[config.mk]
export PLATFORM = sky130hd
export DESIGN_NAME = battery_level_averager_unit
export DESIGN_NICKNAME = d
export VERILOG_FILES = /design/src/bla_pkg.sv /design/src/bla_mul.sv /design/src/bla_div.sv /design/src/battery_level_averager_unit.sv
export SDC_FILE = /design/constraint.sdc
export NUM_CORES = 1
export LEC_CHECK = 0
export BUFFER_PORTS_ARGS = -buffer_cell sky130_fd_sc_hd__buf_2
export CORE_AREA = 5 5 308 235
export CTS_CLUSTER_SIZE = 8
export DETAILED_ROUTE_END_ITERATION = 16
export DIE_AREA = 0 0 313 240
export PLACE_DENSITY = 0.71
export REMOVE_ABC_BUFFERS = 1
export SETUP_SLACK_MARGIN = 0.3
export SLEW_MARGIN = 40
export SYNTH_ARGS = -nofsm -noshare
export SYNTH_HDL_FRONTEND = slang
export SYNTH_SLANG_ARGS = --single-unit
[constraint.sdc]
create_clock -name i_clk -period 5.5 [get_ports i_clk]
set_input_delay 0 -clock i_clk [delete_from_list [all_inputs] [get_ports i_clk]]
set_output_delay 0 -clock i_clk [all_outputs]
set_load 0.005 [all_outputs]
[src/bla_pkg.sv]
// bla_pkg: shared constants for the battery level averager.
// Field widths, fixed-point constants, status codes and register indexes.
// No dependencies.
`timescale 1ns / 1ps

package bla_pkg;

    // default parameter values
    localparam int COUNT_BITS_DEF = 16;
    localparam int ADC_BITS_DEF   = 12;

    // port field widths
    localparam int NOW_W    = 32;
    localparam int CODE_W   = 12;
    localparam int STATUS_W = 2;
    localparam int PCT_W    = 14;
    localparam int MV_CFG_W = 14;
    localparam int GAIN_W   = 16;
    localparam int INT_W    = 8;
    localparam int CFG_W    = 16;
    localparam int CFG_IDX_W = 2;

    // fixed-point scaling
    localparam int MV_REF    = 3300;   // full-scale reference in mV
    localparam int FULL_PCT  = 10000;  // 100.00 percent in hundredths
    localparam int GAIN_FRAC = 8;      // gain is Q8.8
    localparam int K_W       = 28;     // width of MV_REF * gain
    localparam int MV_W      = 20;     // mean mV stays below 3300 * 256
    localparam int SCALE_W   = 28;     // (mv - low) * FULL_PCT

    // result status codes
    localparam logic [STATUS_W-1:0] ST_SAMPLING = 2'd0;
    localparam logic [STATUS_W-1:0] ST_VALID    = 2'd1;
    localparam logic [STATUS_W-1:0] ST_EMPTY    = 2'd2;

    // config register indexes
    localparam logic [CFG_IDX_W-1:0] REG_HIGH     = 2'd0;
    localparam logic [CFG_IDX_W-1:0] REG_LOW      = 2'd1;
    localparam logic [CFG_IDX_W-1:0] REG_GAIN     = 2'd2;
    localparam logic [CFG_IDX_W-1:0] REG_INTERVAL = 2'd3;

endpackage

[src/bla_mul.sv]
// bla_mul: bit-serial shift-add multiplier, one multiplier bit per cycle.
// Standalone; used by the averager top level to form sum * 3300 * gain.
`timescale 1ns / 1ps

module bla_mul #(
    parameter int A_W = 28,
    parameter int B_W = 28
) (
    input  logic               i_clk,
    input  logic               i_rst_n,
    input  logic               i_start,
    input  logic [A_W-1:0]     i_a,
    input  logic [B_W-1:0]     i_b,
    output logic               o_done,
    output logic [A_W+B_W-1:0] o_prod
);

    localparam int P_W   = A_W + B_W;
    localparam int CNT_W = $clog2(A_W + 1);

    logic [P_W-1:0]   r_acc;
    logic [B_W-1:0]   r_b;
    logic [CNT_W-1:0] r_cnt;
    logic             r_busy;
    logic             r_done;
    logic [B_W:0]     w_sum;

    // add multiplicand into the upper half when the current bit is set
    always_comb begin
        w_sum = {1'b0, r_acc[P_W-1:A_W]} + (r_acc[0] ? {1'b0, r_b} : '0);
    end

    always_ff @(posedge i_clk) begin
        if (!i_rst_n) begin
            r_busy <= 1'b0;
            r_done <= 1'b0;
            r_cnt  <= '0;
        end else begin
            r_done <= 1'b0;
            if (i_start) begin
                r_busy <= 1'b1;
                r_cnt  <= CNT_W'(A_W);
            end else if (r_busy) begin
                r_cnt <= r_cnt - 1'b1;
                if (r_cnt == CNT_W'(1)) begin
                    r_busy <= 1'b0;
                    r_done <= 1'b1;
                end
            end
        end
    end

    always_ff @(posedge i_clk) begin
        if (i_start) begin
            r_acc <= {{B_W{1'b0}}, i_a};
            r_b   <= i_b;
        end else if (r_busy) begin
            r_acc <= {w_sum, r_acc[A_W-1:1]};
        end
    end

    assign o_done = r_done;
    assign o_prod = r_acc;

endmodule

[src/bla_div.sv]
// bla_div: bit-serial restoring divider, one quotient bit per cycle.
// Standalone; shared by both divisions of a report in the averager top level.
`timescale 1ns / 1ps

module bla_div #(
    parameter int N_W = 56,
    parameter int D_W = 36
) (
    input  logic                     i_clk,
    input  logic                     i_rst_n,
    input  logic                     i_start,
    input  logic [N_W-1:0]           i_dvd,    // left-aligned dividend
    input  logic [D_W-1:0]           i_dvs,
    input  logic [$clog2(N_W+1)-1:0] i_iters,  // quotient bits to produce
    output logic                     o_done,
    output logic [N_W-1:0]           o_quo     // quotient in the low i_iters bits
);

    localparam int CNT_W = $clog2(N_W + 1);

    logic [N_W-1:0]   r_q;
    logic [D_W-1:0]   r_rem;
    logic [D_W-1:0]   r_dvs;
    logic [CNT_W-1:0] r_cnt;
    logic             r_busy;
    logic             r_done;

    logic [D_W:0] w_shift;
    logic [D_W:0] w_diff;
    logic         w_ge;

    always_comb begin
        w_shift = {r_rem, r_q[N_W-1]};
        w_diff  = w_shift - {1'b0, r_dvs};
        w_ge    = !w_diff[D_W];
    end

    always_ff @(posedge i_clk) begin
        if (!i_rst_n) begin
            r_busy <= 1'b0;
            r_done <= 1'b0;
            r_cnt  <= '0;
        end else begin
            r_done <= 1'b0;
            if (i_start) begin
                r_busy <= 1'b1;
                r_cnt  <= i_iters;
            end else if (r_busy) begin
                r_cnt <= r_cnt - 1'b1;
                if (r_cnt == CNT_W'(1)) begin
                    r_busy <= 1'b0;
                    r_done <= 1'b1;
                end
            end
        end
    end

    always_ff @(posedge i_clk) begin
        if (i_start) begin
            r_q   <= i_dvd;
            r_rem <= '0;
            r_dvs <= i_dvs;
        end else if (r_busy) begin
            r_q   <= {r_q[N_W-2:0], w_ge};
            r_rem <= w_ge ? w_diff[D_W-1:0] : w_shift[D_W-1:0];
        end
    end

    assign o_done = r_done;
    assign o_quo  = r_q;

endmodule

[src/battery_level_averager_unit.sv]
// battery_level_averager_unit: averages ADC battery samples, reports percent level.
// Sample items: the result is registered in the cycle after acceptance. A report item with
//   samples runs the serial multiplier (SUM_W steps), then the serial divider for the mean
//   mV and, when high > low, a second divider pass for the percent.
// Throughput: one item at a time; samples 1 per cycle when output is taken at once.
// Reset (i_rst_n low, synchronous): accumulator and timestamp cleared, config to defaults.
// Depends on bla_pkg, bla_mul, bla_div.
`timescale 1ns / 1ps

module battery_level_averager_unit #(
    parameter int COUNT_BITS = bla_pkg::COUNT_BITS_DEF,
    parameter int ADC_BITS   = bla_pkg::ADC_BITS_DEF
) (
    input  logic        i_clk,
    input  logic        i_rst_n,

    // input items
    input  logic        s_axis_tvalid,
    output logic        s_axis_tready,
    input  logic [47:0] s_axis_tdata,   // [31:0] now_ms, [43:32] adc_code, [47:44] zero
    input  logic        s_axis_tuser,   // [0] kind: 0 sample, 1 report request

    // result items
    output logic        m_axis_tvalid,
    input  logic        m_axis_tready,
    output logic [15:0] m_axis_tdata,   // [13:0] percent_hundredths, [15:14] zero
    output logic [1:0]  m_axis_tuser,   // [1:0] status

    // configuration writes
    input  logic                           i_cfg_valid,
    output logic                           o_cfg_ready,
    input  logic [bla_pkg::CFG_IDX_W-1:0]  i_cfg_index,
    input  logic [bla_pkg::CFG_W-1:0]      i_cfg_data
);

    // datapath widths
    localparam int SUM_W  = ADC_BITS + COUNT_BITS;
    localparam int PROD_W = SUM_W + bla_pkg::K_W;
    localparam int CD_W   = COUNT_BITS + ADC_BITS;
    localparam int DVS_W  = CD_W + bla_pkg::GAIN_FRAC;
    localparam int ITER_W = $clog2(PROD_W + 1);

    localparam logic [COUNT_BITS-1:0] COUNT_MAX = {COUNT_BITS{1'b1}};
    // converter code bits in use
    localparam logic [bla_pkg::CODE_W-1:0] CODE_MASK =
        (ADC_BITS >= bla_pkg::CODE_W) ? {bla_pkg::CODE_W{1'b1}}
                                      : bla_pkg::CODE_W'((1 << ADC_BITS) - 1);

    // sequencer states
    localparam logic [2:0] S_IDLE  = 3'd0;
    localparam logic [2:0] S_MUL   = 3'd1;
    localparam logic [2:0] S_DIV1  = 3'd2;
    localparam logic [2:0] S_SCALE = 3'd3;
    localparam logic [2:0] S_DIV2  = 3'd4;
    localparam logic [2:0] S_DONE  = 3'd5;

    // config registers
    logic [bla_pkg::MV_CFG_W-1:0] r_high;
    logic [bla_pkg::MV_CFG_W-1:0] r_low;
    logic [bla_pkg::GAIN_W-1:0]   r_gain;
    logic [bla_pkg::INT_W-1:0]    r_interval;

    // accumulator
    logic [SUM_W-1:0]            r_sum;
    logic [COUNT_BITS-1:0]       r_count;
    logic [bla_pkg::NOW_W-1:0]   r_last;

    logic [2:0]                   r_state;
    logic [DVS_W-1:0]             r_dvs;
    logic [bla_pkg::MV_CFG_W-1:0] r_diff;
    logic                         r_window;
    logic [bla_pkg::PCT_W-1:0]    r_pct;

    // output register
    logic                         r_out_valid;
    logic [bla_pkg::STATUS_W-1:0] r_out_status;
    logic [bla_pkg::PCT_W-1:0]    r_out_pct;

    // input fields
    logic                         w_kind;
    logic [bla_pkg::NOW_W-1:0]    w_now;
    logic [bla_pkg::CODE_W-1:0]   w_code;

    logic                         w_out_free;
    logic                         w_accept;
    logic [bla_pkg::NOW_W-1:0]    w_elapsed;
    logic                         w_take;
    logic [bla_pkg::K_W-1:0]      w_k;
    logic [CD_W-1:0]              w_cnt_full;

    logic                         w_mul_start;
    logic                         w_mul_done;
    logic [PROD_W-1:0]            w_prod;

    logic                         w_div_start;
    logic [PROD_W-1:0]            w_div_dvd;
    logic [DVS_W-1:0]             w_div_dvs;
    logic [ITER_W-1:0]            w_div_iters;
    logic                         w_div_done;
    logic [PROD_W-1:0]            w_quo;

    logic [bla_pkg::MV_W-1:0]     w_mv;
    logic [bla_pkg::MV_CFG_W-1:0] w_mv_clamp;
    logic [bla_pkg::SCALE_W-1:0]  w_scaled;
    logic [bla_pkg::SCALE_W-1:0]  w_q2;
    logic                         w_load_out;
    logic [bla_pkg::STATUS_W-1:0] w_load_status;

    assign w_kind = s_axis_tuser;
    assign w_now  = s_axis_tdata[31:0];
    assign w_code = s_axis_tdata[43:32] & CODE_MASK;

    assign w_out_free    = !r_out_valid || m_axis_tready;
    assign s_axis_tready = (r_state == S_IDLE) && w_out_free;
    assign w_accept      = s_axis_tvalid && s_axis_tready;
    assign o_cfg_ready   = 1'b1;

    // sample gate: interval elapsed (mod 2^32) and count not saturated
    assign w_elapsed = w_now - r_last;
    assign w_take    = (w_elapsed >= bla_pkg::NOW_W'(r_interval)) && (r_count != COUNT_MAX);

    // K = 3300 * gain, divisor = count * (2^ADC_BITS - 1) * 256
    assign w_k        = bla_pkg::K_W'(r_gain) * bla_pkg::K_W'(bla_pkg::MV_REF);
    assign w_cnt_full = {r_count, {ADC_BITS{1'b0}}} - CD_W'(r_count);

    // report with samples kicks off the serial multiply
    assign w_mul_start = w_accept && w_kind && (r_count != '0);

    bla_mul #(
        .A_W (SUM_W),
        .B_W (bla_pkg::K_W)
    ) u_mul (
        .i_clk   (i_clk),
        .i_rst_n (i_rst_n),
        .i_start (w_mul_start),
        .i_a     (r_sum),
        .i_b     (w_k),
        .o_done  (w_mul_done),
        .o_prod  (w_prod)
    );

    // percent scaling: (mv - low) * 10000, left-aligned for a SCALE_W-bit divide
    assign w_scaled = bla_pkg::SCALE_W'(r_diff) * bla_pkg::SCALE_W'(bla_pkg::FULL_PCT);

    // divider is shared: mean mV first, then the percent
    always_comb begin
        if (r_state == S_MUL) begin
            w_div_start = w_mul_done;
            w_div_dvd   = w_prod;
            w_div_dvs   = r_dvs;
            w_div_iters = ITER_W'(PROD_W);
        end else begin
            w_div_start = (r_state == S_SCALE) && r_window;
            w_div_dvd   = {w_scaled, {(PROD_W - bla_pkg::SCALE_W){1'b0}}};
            w_div_dvs   = DVS_W'(r_high - r_low);
            w_div_iters = ITER_W'(bla_pkg::SCALE_W);
        end
    end

    bla_div #(
        .N_W (PROD_W),
        .D_W (DVS_W)
    ) u_div (
        .i_clk   (i_clk),
        .i_rst_n (i_rst_n),
        .i_start (w_div_start),
        .i_dvd   (w_div_dvd),
        .i_dvs   (w_div_dvs),
        .i_iters (w_div_iters),
        .o_done  (w_div_done),
        .o_quo   (w_quo)
    );

    // mean mV is known to fit MV_W bits; clamp into the window
    always_comb begin
        w_mv = w_quo[bla_pkg::MV_W-1:0];
        if (w_mv > bla_pkg::MV_W'(r_high)) begin
            w_mv_clamp = r_high;
        end else if (w_mv < bla_pkg::MV_W'(r_low)) begin
            w_mv_clamp = r_low;
        end else begin
            w_mv_clamp = w_mv[bla_pkg::MV_CFG_W-1:0];
        end
        w_q2 = w_quo[bla_pkg::SCALE_W-1:0];
    end

    // what goes into the output register this cycle
    always_comb begin
        w_load_out    = 1'b0;
        w_load_status = bla_pkg::ST_SAMPLING;
        if (w_accept) begin
            if (!w_kind) begin
                w_load_out    = 1'b1;
                w_load_status = bla_pkg::ST_SAMPLING;
            end else if (r_count == '0) begin
                w_load_out    = 1'b1;
                w_load_status = bla_pkg::ST_EMPTY;
            end
        end else if (r_state == S_DONE && w_out_free) begin
            w_load_out    = 1'b1;
            w_load_status = bla_pkg::ST_VALID;
        end
    end

    // control, config and accumulator
    always_ff @(posedge i_clk) begin
        if (!i_rst_n) begin
            r_state     <= S_IDLE;
            r_out_valid <= 1'b0;
            r_high      <= bla_pkg::MV_CFG_W'(4200);
            r_low       <= bla_pkg::MV_CFG_W'(3000);
            r_gain      <= bla_pkg::GAIN_W'(1178);
            r_interval  <= bla_pkg::INT_W'(5);
            r_sum       <= '0;
            r_count     <= '0;
            r_last      <= '0;
        end else begin
            if (i_cfg_valid) begin
                case (i_cfg_index)
                    bla_pkg::REG_HIGH:     r_high     <= i_cfg_data[bla_pkg::MV_CFG_W-1:0];
                    bla_pkg::REG_LOW:      r_low      <= i_cfg_data[bla_pkg::MV_CFG_W-1:0];
                    bla_pkg::REG_GAIN:     r_gain     <= i_cfg_data[bla_pkg::GAIN_W-1:0];
                    bla_pkg::REG_INTERVAL: r_interval <= i_cfg_data[bla_pkg::INT_W-1:0];
                    default: ;
                endcase
            end

            if (w_load_out) begin
                r_out_valid <= 1'b1;
            end else if (m_axis_tready) begin
                r_out_valid <= 1'b0;
            end

            case (r_state)
                S_IDLE: begin
                    if (w_accept) begin
                        if (!w_kind) begin
                            if (w_take) begin
                                r_last  <= w_now;
                                r_sum   <= r_sum + SUM_W'(w_code);
                                r_count <= r_count + 1'b1;
                            end
                        end else begin
                            // report: sum and count are captured by the datapath
                            r_sum   <= '0;
                            r_count <= '0;
                            if (r_count != '0) begin
                                r_state <= S_MUL;
                            end
                        end
                    end
                end
                S_MUL: begin
                    if (w_mul_done) begin
                        r_state <= S_DIV1;
                    end
                end
                S_DIV1: begin
                    if (w_div_done) begin
                        r_state <= S_SCALE;
                    end
                end
                S_SCALE: begin
                    r_state <= r_window ? S_DIV2 : S_DONE;
                end
                S_DIV2: begin
                    if (w_div_done) begin
                        r_state <= S_DONE;
                    end
                end
                S_DONE: begin
                    if (w_out_free) begin
                        r_state <= S_IDLE;
                    end
                end
                default: r_state <= S_IDLE;
            endcase
        end
    end

    // datapath registers
    always_ff @(posedge i_clk) begin
        if (w_mul_start) begin
            r_dvs <= {w_cnt_full, {bla_pkg::GAIN_FRAC{1'b0}}};
        end
        if (r_state == S_DIV1 && w_div_done) begin
            r_diff   <= w_mv_clamp - r_low;
            r_window <= r_high > r_low;
        end
        if (r_state == S_SCALE && !r_window) begin
            r_pct <= '0;
        end
        if (r_state == S_DIV2 && w_div_done) begin
            r_pct <= (w_q2 > bla_pkg::SCALE_W'(bla_pkg::FULL_PCT))
                   ? bla_pkg::PCT_W'(bla_pkg::FULL_PCT)
                   : w_q2[bla_pkg::PCT_W-1:0];
        end
        if (w_load_out) begin
            r_out_status <= w_load_status;
            r_out_pct    <= (w_load_status == bla_pkg::ST_VALID) ? r_pct : '0;
        end
    end

    assign m_axis_tvalid = r_out_valid;
    assign m_axis_tdata  = {2'b00, r_out_pct};
    assign m_axis_tuser  = r_out_status;

endmodule

==> reports/metrics.yaml, run 1 <==
synthesis:
  synth_area_per_cell_sq_um: 9.04
  yosysSeqAreaShare_pct: 35.2
  synth_top_area_cell: "edfxtp_1"
  synth_edf_count: 219
  ys_warn_count: 0
  ys_seq_elements: 430
  ys_async_sr_fraction_pct: 0
  synth_most_common_cell: "inv_1"
  synthTopCellsByArea: "edfxtp_1 21%, dfxtp_1 14%, ha_1 13%"
  synth_cell_type_count: 83
  yosys-top-cells-count: "355 x inv_1, 342 x nand2_1, 323 x ha_1"
  syn-cell-area_sq_um: 30700
  synthCells: 3398
  synthFlopType: "edfxtp_1"
  synth_top_area_share_pct: 21.4
power:
  finalPower_mw: 10.3
  sw_frac_of_total_pct: 32.0
  pwr-share-comb_pct: 28.8
  internal-power_mw: 7.01
  pwr-share-seq_pct: 37.4
  p_per_area_nw_per_um2: 293
  vdd_drop_max_mv: 0.253
  leakage_nw: 15.5
  switching_power_mw: 3.30
  pwr-share-clk_pct: 33.8
die:
  die_x_um: 313
  chipHeight_um: 240
  start_util_pct: 44.4
  core_sq_um: 69200
  ioPinCount: 93
  num_rows: 84
  dieArea_sq_um: 75100
grt:
  grt_pass1_wl_mm: 125
  grt.overflow.total: 0
  grt_use_total_pct: 20.1
  grt_pass1_vias: 23300
  antenna_found_initial: 0
  grt_max_degree: 89
critical_path:
  worstPathMaxFanout: 5
  required_ns: 5.88
  path_class: "register to register"
  crit_arrival_ns: 5.40
  critPathLaunchType: "register"
  cp-end-kind: "register"
timing:
  fin_crit_ns: 5.02
  clock_skew_ns: 0.0251
  fmax_mhz: 199
  final.period_utilization_pct: 91.2
  setup_viol: 0
  rsz0062_at_grt: "false"
  tightestPinTransition_ns: 0.854
  hold_violations: 0
  relSlewSlack_pct: 43.0
  finalMaxSlewViolations: 0
route:
  drt-pass1-iter-count: 5
  routed_wl_mm: 77.5
  vias: 24900
  drcViolationCount: 0
  drt_iter0_markers: 2197
  ant_nets: 0
  routedWlPerCell_um: 17.2
  vias_per_cell: 5.53
clock_tree:
  cts_tree: "built"
  path_clk_slew_ns: 0.06
  clock_path_buffers: 3
  worstSkewPairLatency_ns: 0.63
  clock-root-buffer: "clkbuf_16"
  cts_made_buffers: 60
  cts.sinks: 430
  htreeDepth: 2
placement:
  dpl.hpwl_mm: 56.0
  place_congestion: 0.942
  dp_cells: 4309
  portBuffers: 85
  dpl_cell_area_sq_um: 32300
cells_and_area:
  n_fill_cell: 6322
  stdcell_count: 4511
  diodes: 0
  drive_above_1_share_pct: 8.62
  area_growth_pct: 14.6
  fin_area_sq_um: 35200
  nNetsFinal: 4038
min_path:
  worstHoldPathType: "input port to register"
run:
  max_cap_violations: 0
status:
  status: "completed"
## layout by cell type (no fill, tap or decap), types with 10 or more instances in the layout
master and n:
nor2b_1 39, dfxtp_1 201, inv_1 352, a22o_1 30, nand2b_1 30, edfxtp_1 219, and2_1 66, clkbuf_1 45
o31ai_1 12, mux2i_1 84, a21oi_1 227, a31oi_1 33, or3_1 18, fa_1 82, a21o_1 79, dlygate4sd3_1 76
clkbuf_16 60, nand4_1 25, o21ai_0 141, o21ai_1 21, nand2_1 340, a211oi_1 31, buf_2 85, ha_1 315
nor3b_1 10, nand3_1 48, or4_1 16, a41o_1 19, xor2_1 45, nor4_1 20, a22oi_1 20, o21bai_1 22
xnor2_1 105, buf_4 70, o211ai_1 29, o21a_1 32, nor3_1 74, nor2_1 251, and3_1 40
## final timing paths
path / from / endpoint / slack (ns) / depth (start not counted)
worst max-delay path: r_gain[10]$_SDFFE_PN1P_ / u_mul.r_b[26]$_DFFE_PP_ / 0.48 / 17
worst min-delay path: s_axis_tdata[41] / r_sum[9]$_SDFFE_PN0P_ / 0.04 / 5
worst max register to register: r_gain[10]$_SDFFE_PN1P_ / u_mul.r_b[26]$_DFFE_PP_ / 0.48 / 17
worst min register to register: r_interval[7]$_SDFFE_PN0P_ / r_interval[7]$_SDFFE_PN0P_ / 0.47 / 2
## critical path: stages (launching register included)
cell,delay [ns]
dfxtp_4,0.38
ha_2,0.31
fa_1,0.54
inv_1,0.06
fa_1,0.53
inv_1,0.06
fa_1,0.55
inv_1,0.06
fa_1,0.50
inv_1,0.04
ha_1,0.24
or3_1,0.40
o31ai_4,0.29
o21ai_2,0.11
o41ai_4,0.33
o21bai_1,0.10
a21oi_1,0.16
xnor2_1,0.08
## state kept, by name (all words and copies together), names as in the netlist, 16 cells and up
signal and flops:
u_div.o_quo 56, r_dvs 28, r_last 32, r_sum 28, u_mul.o_prod 56, u_div.r_rem 36
r_gain 16, u_div.r_dvs 36, r_count 16, u_mul.r_b 26
## per-layer routing
metal	global-route usage, %	part of all wire (%)	vias to the layer above	routed length, um
met2	30.6	42	743	32800
met4	4.36	2.0	0	1550
li1	-	-	12300	-
met3	2.83	6.5	126	5060
met5	0	0	-	0
met1	30.5	49	11700	38100
## through the flow
stage	util, %	TNS [ns]	worst slack [ns]	hold slack (ns)
after floorplan	-	-145.36	-1.63	0.0718
after global placement	46.6	0	0.186	0.244
after detailed placement	46.7	0	0.0826	0.259
after CTS	50.3	0	0.246	0.00702
after global routing	50.9	0	0.220	0.0564
final	50.9	0	0.485	0.0353
## layout make-up
cell class | instances | area, sq um | area share (%)
inverters | 357 | 1340 | 3.82
well taps | 903 | 1130 | 3.21
clock inverters | 3 | 58.8 | 0.167
clock buffers | 106 | 1680 | 4.79
repair buffers | 235 | 1770 | 5.03
flip-flops and latches | 430 | 10800 | 30.8
multi-input cells | 2477 | 18400 | 52.2
## power by group through the flow
stage          Clock, mW  Sequential, mW  Combinational [mW]
5_1_grt             3.73            3.88                3.34
6_report            3.49            3.86                2.97
2_1_floorplan          0            3.83                2.18
3_3_place_gp           0            3.91                2.71
4_1_cts             3.56            3.85                2.83
3_5_place_dp           0            3.91                2.77
## logic make-up (layout without fill, tap and decap cells)
| group | after synthesis | in the layout | share of synthesized area [%] |
|---|---|---|---|
| fa+ha+maj | 405 | 405 | 18.5 |
| flops | 430 | 430 | 35.2 |
| other cells | 2 | 3 | 0.0245 |
| compound gates | 805 | 805 | 17.1 |
| xor+xnor | 150 | 150 | 4.28 |
| buf+inv | 492 | 701 | 6.15 |
| simple gates | 1026 | 1026 | 15.9 |
| mux | 88 | 88 | 2.88 |
## timing repair
item                                    CTS  global route
buffers inserted                          0            17
endpoints found under the setup margin   38            51
hold buffers                             76             0
pin swaps                                 0            16
endpoints found under the hold margin   101             0
gates resized for setup                   6            58
Note: power is estimated with default switching activity, not from simulation.
==> run 2: changes to the inputs <==
- CORE_AREA: 5 5 308 235 -> 5 5 312 238
- CTS_BUF_LIST: default -> sky130_fd_sc_hd__clkbuf_8
- DIE_AREA: 0 0 313 240 -> 0 0 317 243
- SYNTH_HIERARCHICAL: default -> 1
==> run 2 against run 1 <==
Sequential power fell by 1%. Largest cell class unchanged. Critical path type unchanged. Worst hold slack improved by 0.10 ns. Die area increased by 2.5%. Flip-flop and latch count increased by 2. Sequential share of layout area decreased by 0.58 points. Maximum frequency decreased by 3.9%. Final area is 2.5% higher. Final cell count up 3.7%. Utilization shrank 0.062 points. Combinational power down 2%.
==> reports/metrics.yaml, run 2 <==
synthesis:
  synth_top_area_share_pct: 21.0  # -0.38 points
  yosys-top-cells-count: "359 x inv_1, 329 x nand2_1, 326 x ha_1"
  synth_cell_type_count: 84  # +1.2%
  ys_warn_count: 6  # +6
  synth_top_area_cell: "edfxtp_1"
  yosysSeqAreaShare_pct: 34.4  # -0.74 points
  ys_async_sr_fraction_pct: 0  # unchanged
  synth_most_common_cell: "inv_1"
  synthTopCellsByArea: "edfxtp_1 21%, dfxtp_1 13%, ha_1 13%"
  ys_seq_elements: 432  # +0.47%
  synth_area_per_cell_sq_um: 9.06  # +0.30%
  syn-cell-area_sq_um: 31500  # +2.7%
  synthCells: 3480  # +2.4%
  synthFlopType: "edfxtp_1"
  synth_edf_count: 221  # +0.91%
grt:
  grt_use_total_pct: 20.4  # +0.34 points
  grt_pass1_wl_mm: 130  # +3.8%
  grt.overflow.total: 0  # unchanged
  grt_pass1_vias: 24600  # +5.6%
  grt_max_degree: 142  # +60%
  antenna_found_initial: 9  # +9
cells_and_area:
  final_cell_mix: "387 x inv_1, 329 x nand2_1, 313 x ha_1"
  drive_above_1_share_pct: 12.6  # +4.0 points
  n_fill_cell: 6449  # +2.0%
  final_common_cell: "inv_1"
  nNetsFinal: 4126  # +2.2%
  area_growth_pct: 14.3
timing:
  setup_viol: 0  # unchanged
  relSlewSlack_pct: 43.4  # +0.32 points
  clock_skew_ns: 0.0407  # +0.0156 ns
  holdWs_ns: 0.140  # +0.105 ns
  hold_violations: 0  # unchanged
  tightestPinTransition_ns: 0.850  # -0.00486 ns
  setup_slack_ns: 0.283  # -0.201 ns
  final.period_utilization_pct: 94.9  # +3.7 points
  rsz0062_at_grt: "true"
  finalMaxSlewViolations: 0  # unchanged
  fin_crit_ns: 5.22  # +0.201 ns
  fmax_mhz: 192  # -3.9%
power:
  leakage_nw: 15.4  # -0.88%
  vdd_drop_max_mv: 0.190  # -25%
  finalPower_mw: 9.79  # -5.1%
  p_per_area_nw_per_um2: 272  # -7.3%
placement:
  place_congestion: 0.931  # -1.2%
  pre_cts_slack_ns: 0.0915  # +0.00891 ns
  dpl.hpwl_mm: 57.9  # +3.4%
  portBuffers: 85  # unchanged
critical_path:
  crit_arrival_ns: 5.63  # +0.23 ns
  reg2reg_depth: 21  # +4
  r2r_start: "r_diff[7]$_DFFE_PP_"
  ff2ff_setup_slack_ns: 0.28  # -0.20 ns
  critPathLaunchType: "register"
  worstPathMaxFanout: 3  # -2
  required_ns: 5.91  # +0.03 ns
  r2r_end: "u_div/o_quo[54]$_DFFE_PP_"
  cp-end-kind: "register"
  path_class: "register to register"
min_path:
  min_to: "r_last[18]$_SDFFE_PN0P_"
  min_from: "s_axis_tdata[18]"
  whs_path_depth: 4  # -1
  worstHoldPathType: "input port to register"
die:
  num_rows: 85  # +1.2%
  die_x_um: 317  # +1.3%
  dieArea_sq_um: 77000  # +2.5%
  ioPinCount: 93  # unchanged
  chipHeight_um: 243  # +1.3%
  core_sq_um: 70900  # +2.6%
  start_util_pct: 44.5  # +0.064 points
clock_tree:
  path_clk_slew_ns: 0.06  # about the same
  cts_made_buffers: 79  # +32%
  cts_tree: "built"
  clock_path_buffers: 3  # unchanged
  cts.sinks: 432  # +0.47%
  worstSkewPairLatency_ns: 0.69  # +0.06 ns
  htreeDepth: 3  # +1
  clock-root-buffer: "clkbuf_8"
route:
  routed_wl_mm: 81.0  # +4.4%
  ant_nets: 0  # unchanged
  drt_iter0_markers: 2096  # -4.6%
  drcViolationCount: 0  # unchanged
  vias: 25800  # +3.4%
  routedWlPerCell_um: 17.3  # +0.69%
  drt-pass1-iter-count: 6  # +1
  vias_per_cell: 5.51  # -0.27%
status:
  status: "completed"
run:
  max_cap_violations: 0  # unchanged
-- run 2: cell types whose count changed in the layout (fill, tap and decap cells not counted), moves of 40 or more --
| cell | change |
|---|---|
| nand3_1 | +63 |
| a21oi_1 | +40 |
| clkbuf_8 | +93 |
| clkbuf_1 | -45 |
| mux2i_1 | -46 |
| mux2_2 | +86 |
| nor2_1 | -43 |
| clkbuf_16 | -59 |
-- run 2: cell families (layout without fill, tap and decap cells) --
logic type	after synthesis	after routing	share of synthesized area, %
flip-flops	432	432	34.4
multiplexers	129	129	4.45
other	2	17	0.0238
AO/OA/AOI/OAI	795	795	16.2
adder cells (fa/ha/maj)	408	408	18.1
XOR/XNOR	160	160	4.47
buffers and inverters	526	752	6.52
AND/OR/NAND/NOR	1028	1028	15.7
-- run 2: final cells by class --
cell class | instances | area (sq um) | share of cell area, %
multi-input cells | 2529 | 19100 | 53.0
flip-flops and latches | 432 | 10900 | 30.2
repair buffers | 243 | 1910 | 5.30
inverters | 361 | 1360 | 3.76
clock buffers | 94 | 1290 | 3.59
well taps | 957 | 1200 | 3.32
clock inverters | 54 | 293 | 0.812
diodes | 8 | 20.0 | 0.0555
-- run 2: power breakdown --
| part | internal [mW] | leakage [nW] | switching (mW) |
|---|---|---|---|
| Combinational | 1.25 | 10.7 | 1.66 |
| Sequential | 3.65 | 3.74 | 0.175 |
| Clock | 1.65 | 0.962 | 1.41 |
-- run 2: worst max-delay path by stage --
stage	startpoint	slack (ns)	to
final	r_diff[7]$_DFFE_PP_	0.28	u_div/o_quo[54]$_DFFE_PP_
after global routing	r_diff[5]$_DFFE_PP_	0.10	u_div/o_quo[55]$_DFFE_PP_
after CTS	r_diff[6]$_DFFE_PP_	0.27	u_div/o_quo[54]$_DFFE_PP_
after detailed placement	r_diff[7]$_DFFE_PP_	0.09	u_div/o_quo[54]$_DFFE_PP_
after global placement	r_diff[7]$_DFFE_PP_	0.16	u_div/o_quo[54]$_DFFE_PP_
after floorplan	r_state[0]$_SDFFE_PN0P_	-4.64	u_mul/o_prod[0]$_DFFE_PP_
-- run 2: critical path: stages (launching register included) --
cell	delay, ns
edfxtp_1	0.43
buf_6	0.13
inv_2	0.03
fa_1	0.52
inv_2	0.05
ha_4	0.26
fa_2	0.43
ha_4	0.28
inv_1	0.05
fa_1	0.50
inv_1	0.05
ha_2	0.18
and2_4	0.16
o21ai_4	0.16
o31ai_4	0.10
o41ai_2	0.26
o21ai_1	0.15
or4_4	0.54
a31oi_4	0.18
xor2_1	0.17
o21ai_1	0.07
mux2_4	0.28
-- run 2: per-layer routing --
layer / routed length [um] / track usage, % / up-vias
li1: - / - / 12600
met1: 39300 / 30.9 / 12200
met2: 33800 / 29.6 / 852
met3: 5760 / 4.03 / 147
met4: 2140 / 5.77 / 2
met5: 11 / 0 / -
-- run 2: per-stage QoR --
step	cell area [sq um]	utilization, %	TNS, ns	cells
final	36000	50.8	0	4678
after global routing	36000	50.8	0	4678
after CTS	35500	50.1	0	4649
after detailed placement	33000	46.6	0	4414
after global placement	33000	46.5	0	4410
after floorplan	30900	-	-1028.56	3322
-- run 2: repair_timing --
action	in CTS	in global routing
hold endpoints to repair	129	0
gates cloned	0	1
gates resized for setup	13	71
pin swaps	7	42
hold buffers	81	0
endpoints found under the setup margin	7	82
setup buffers	6	20
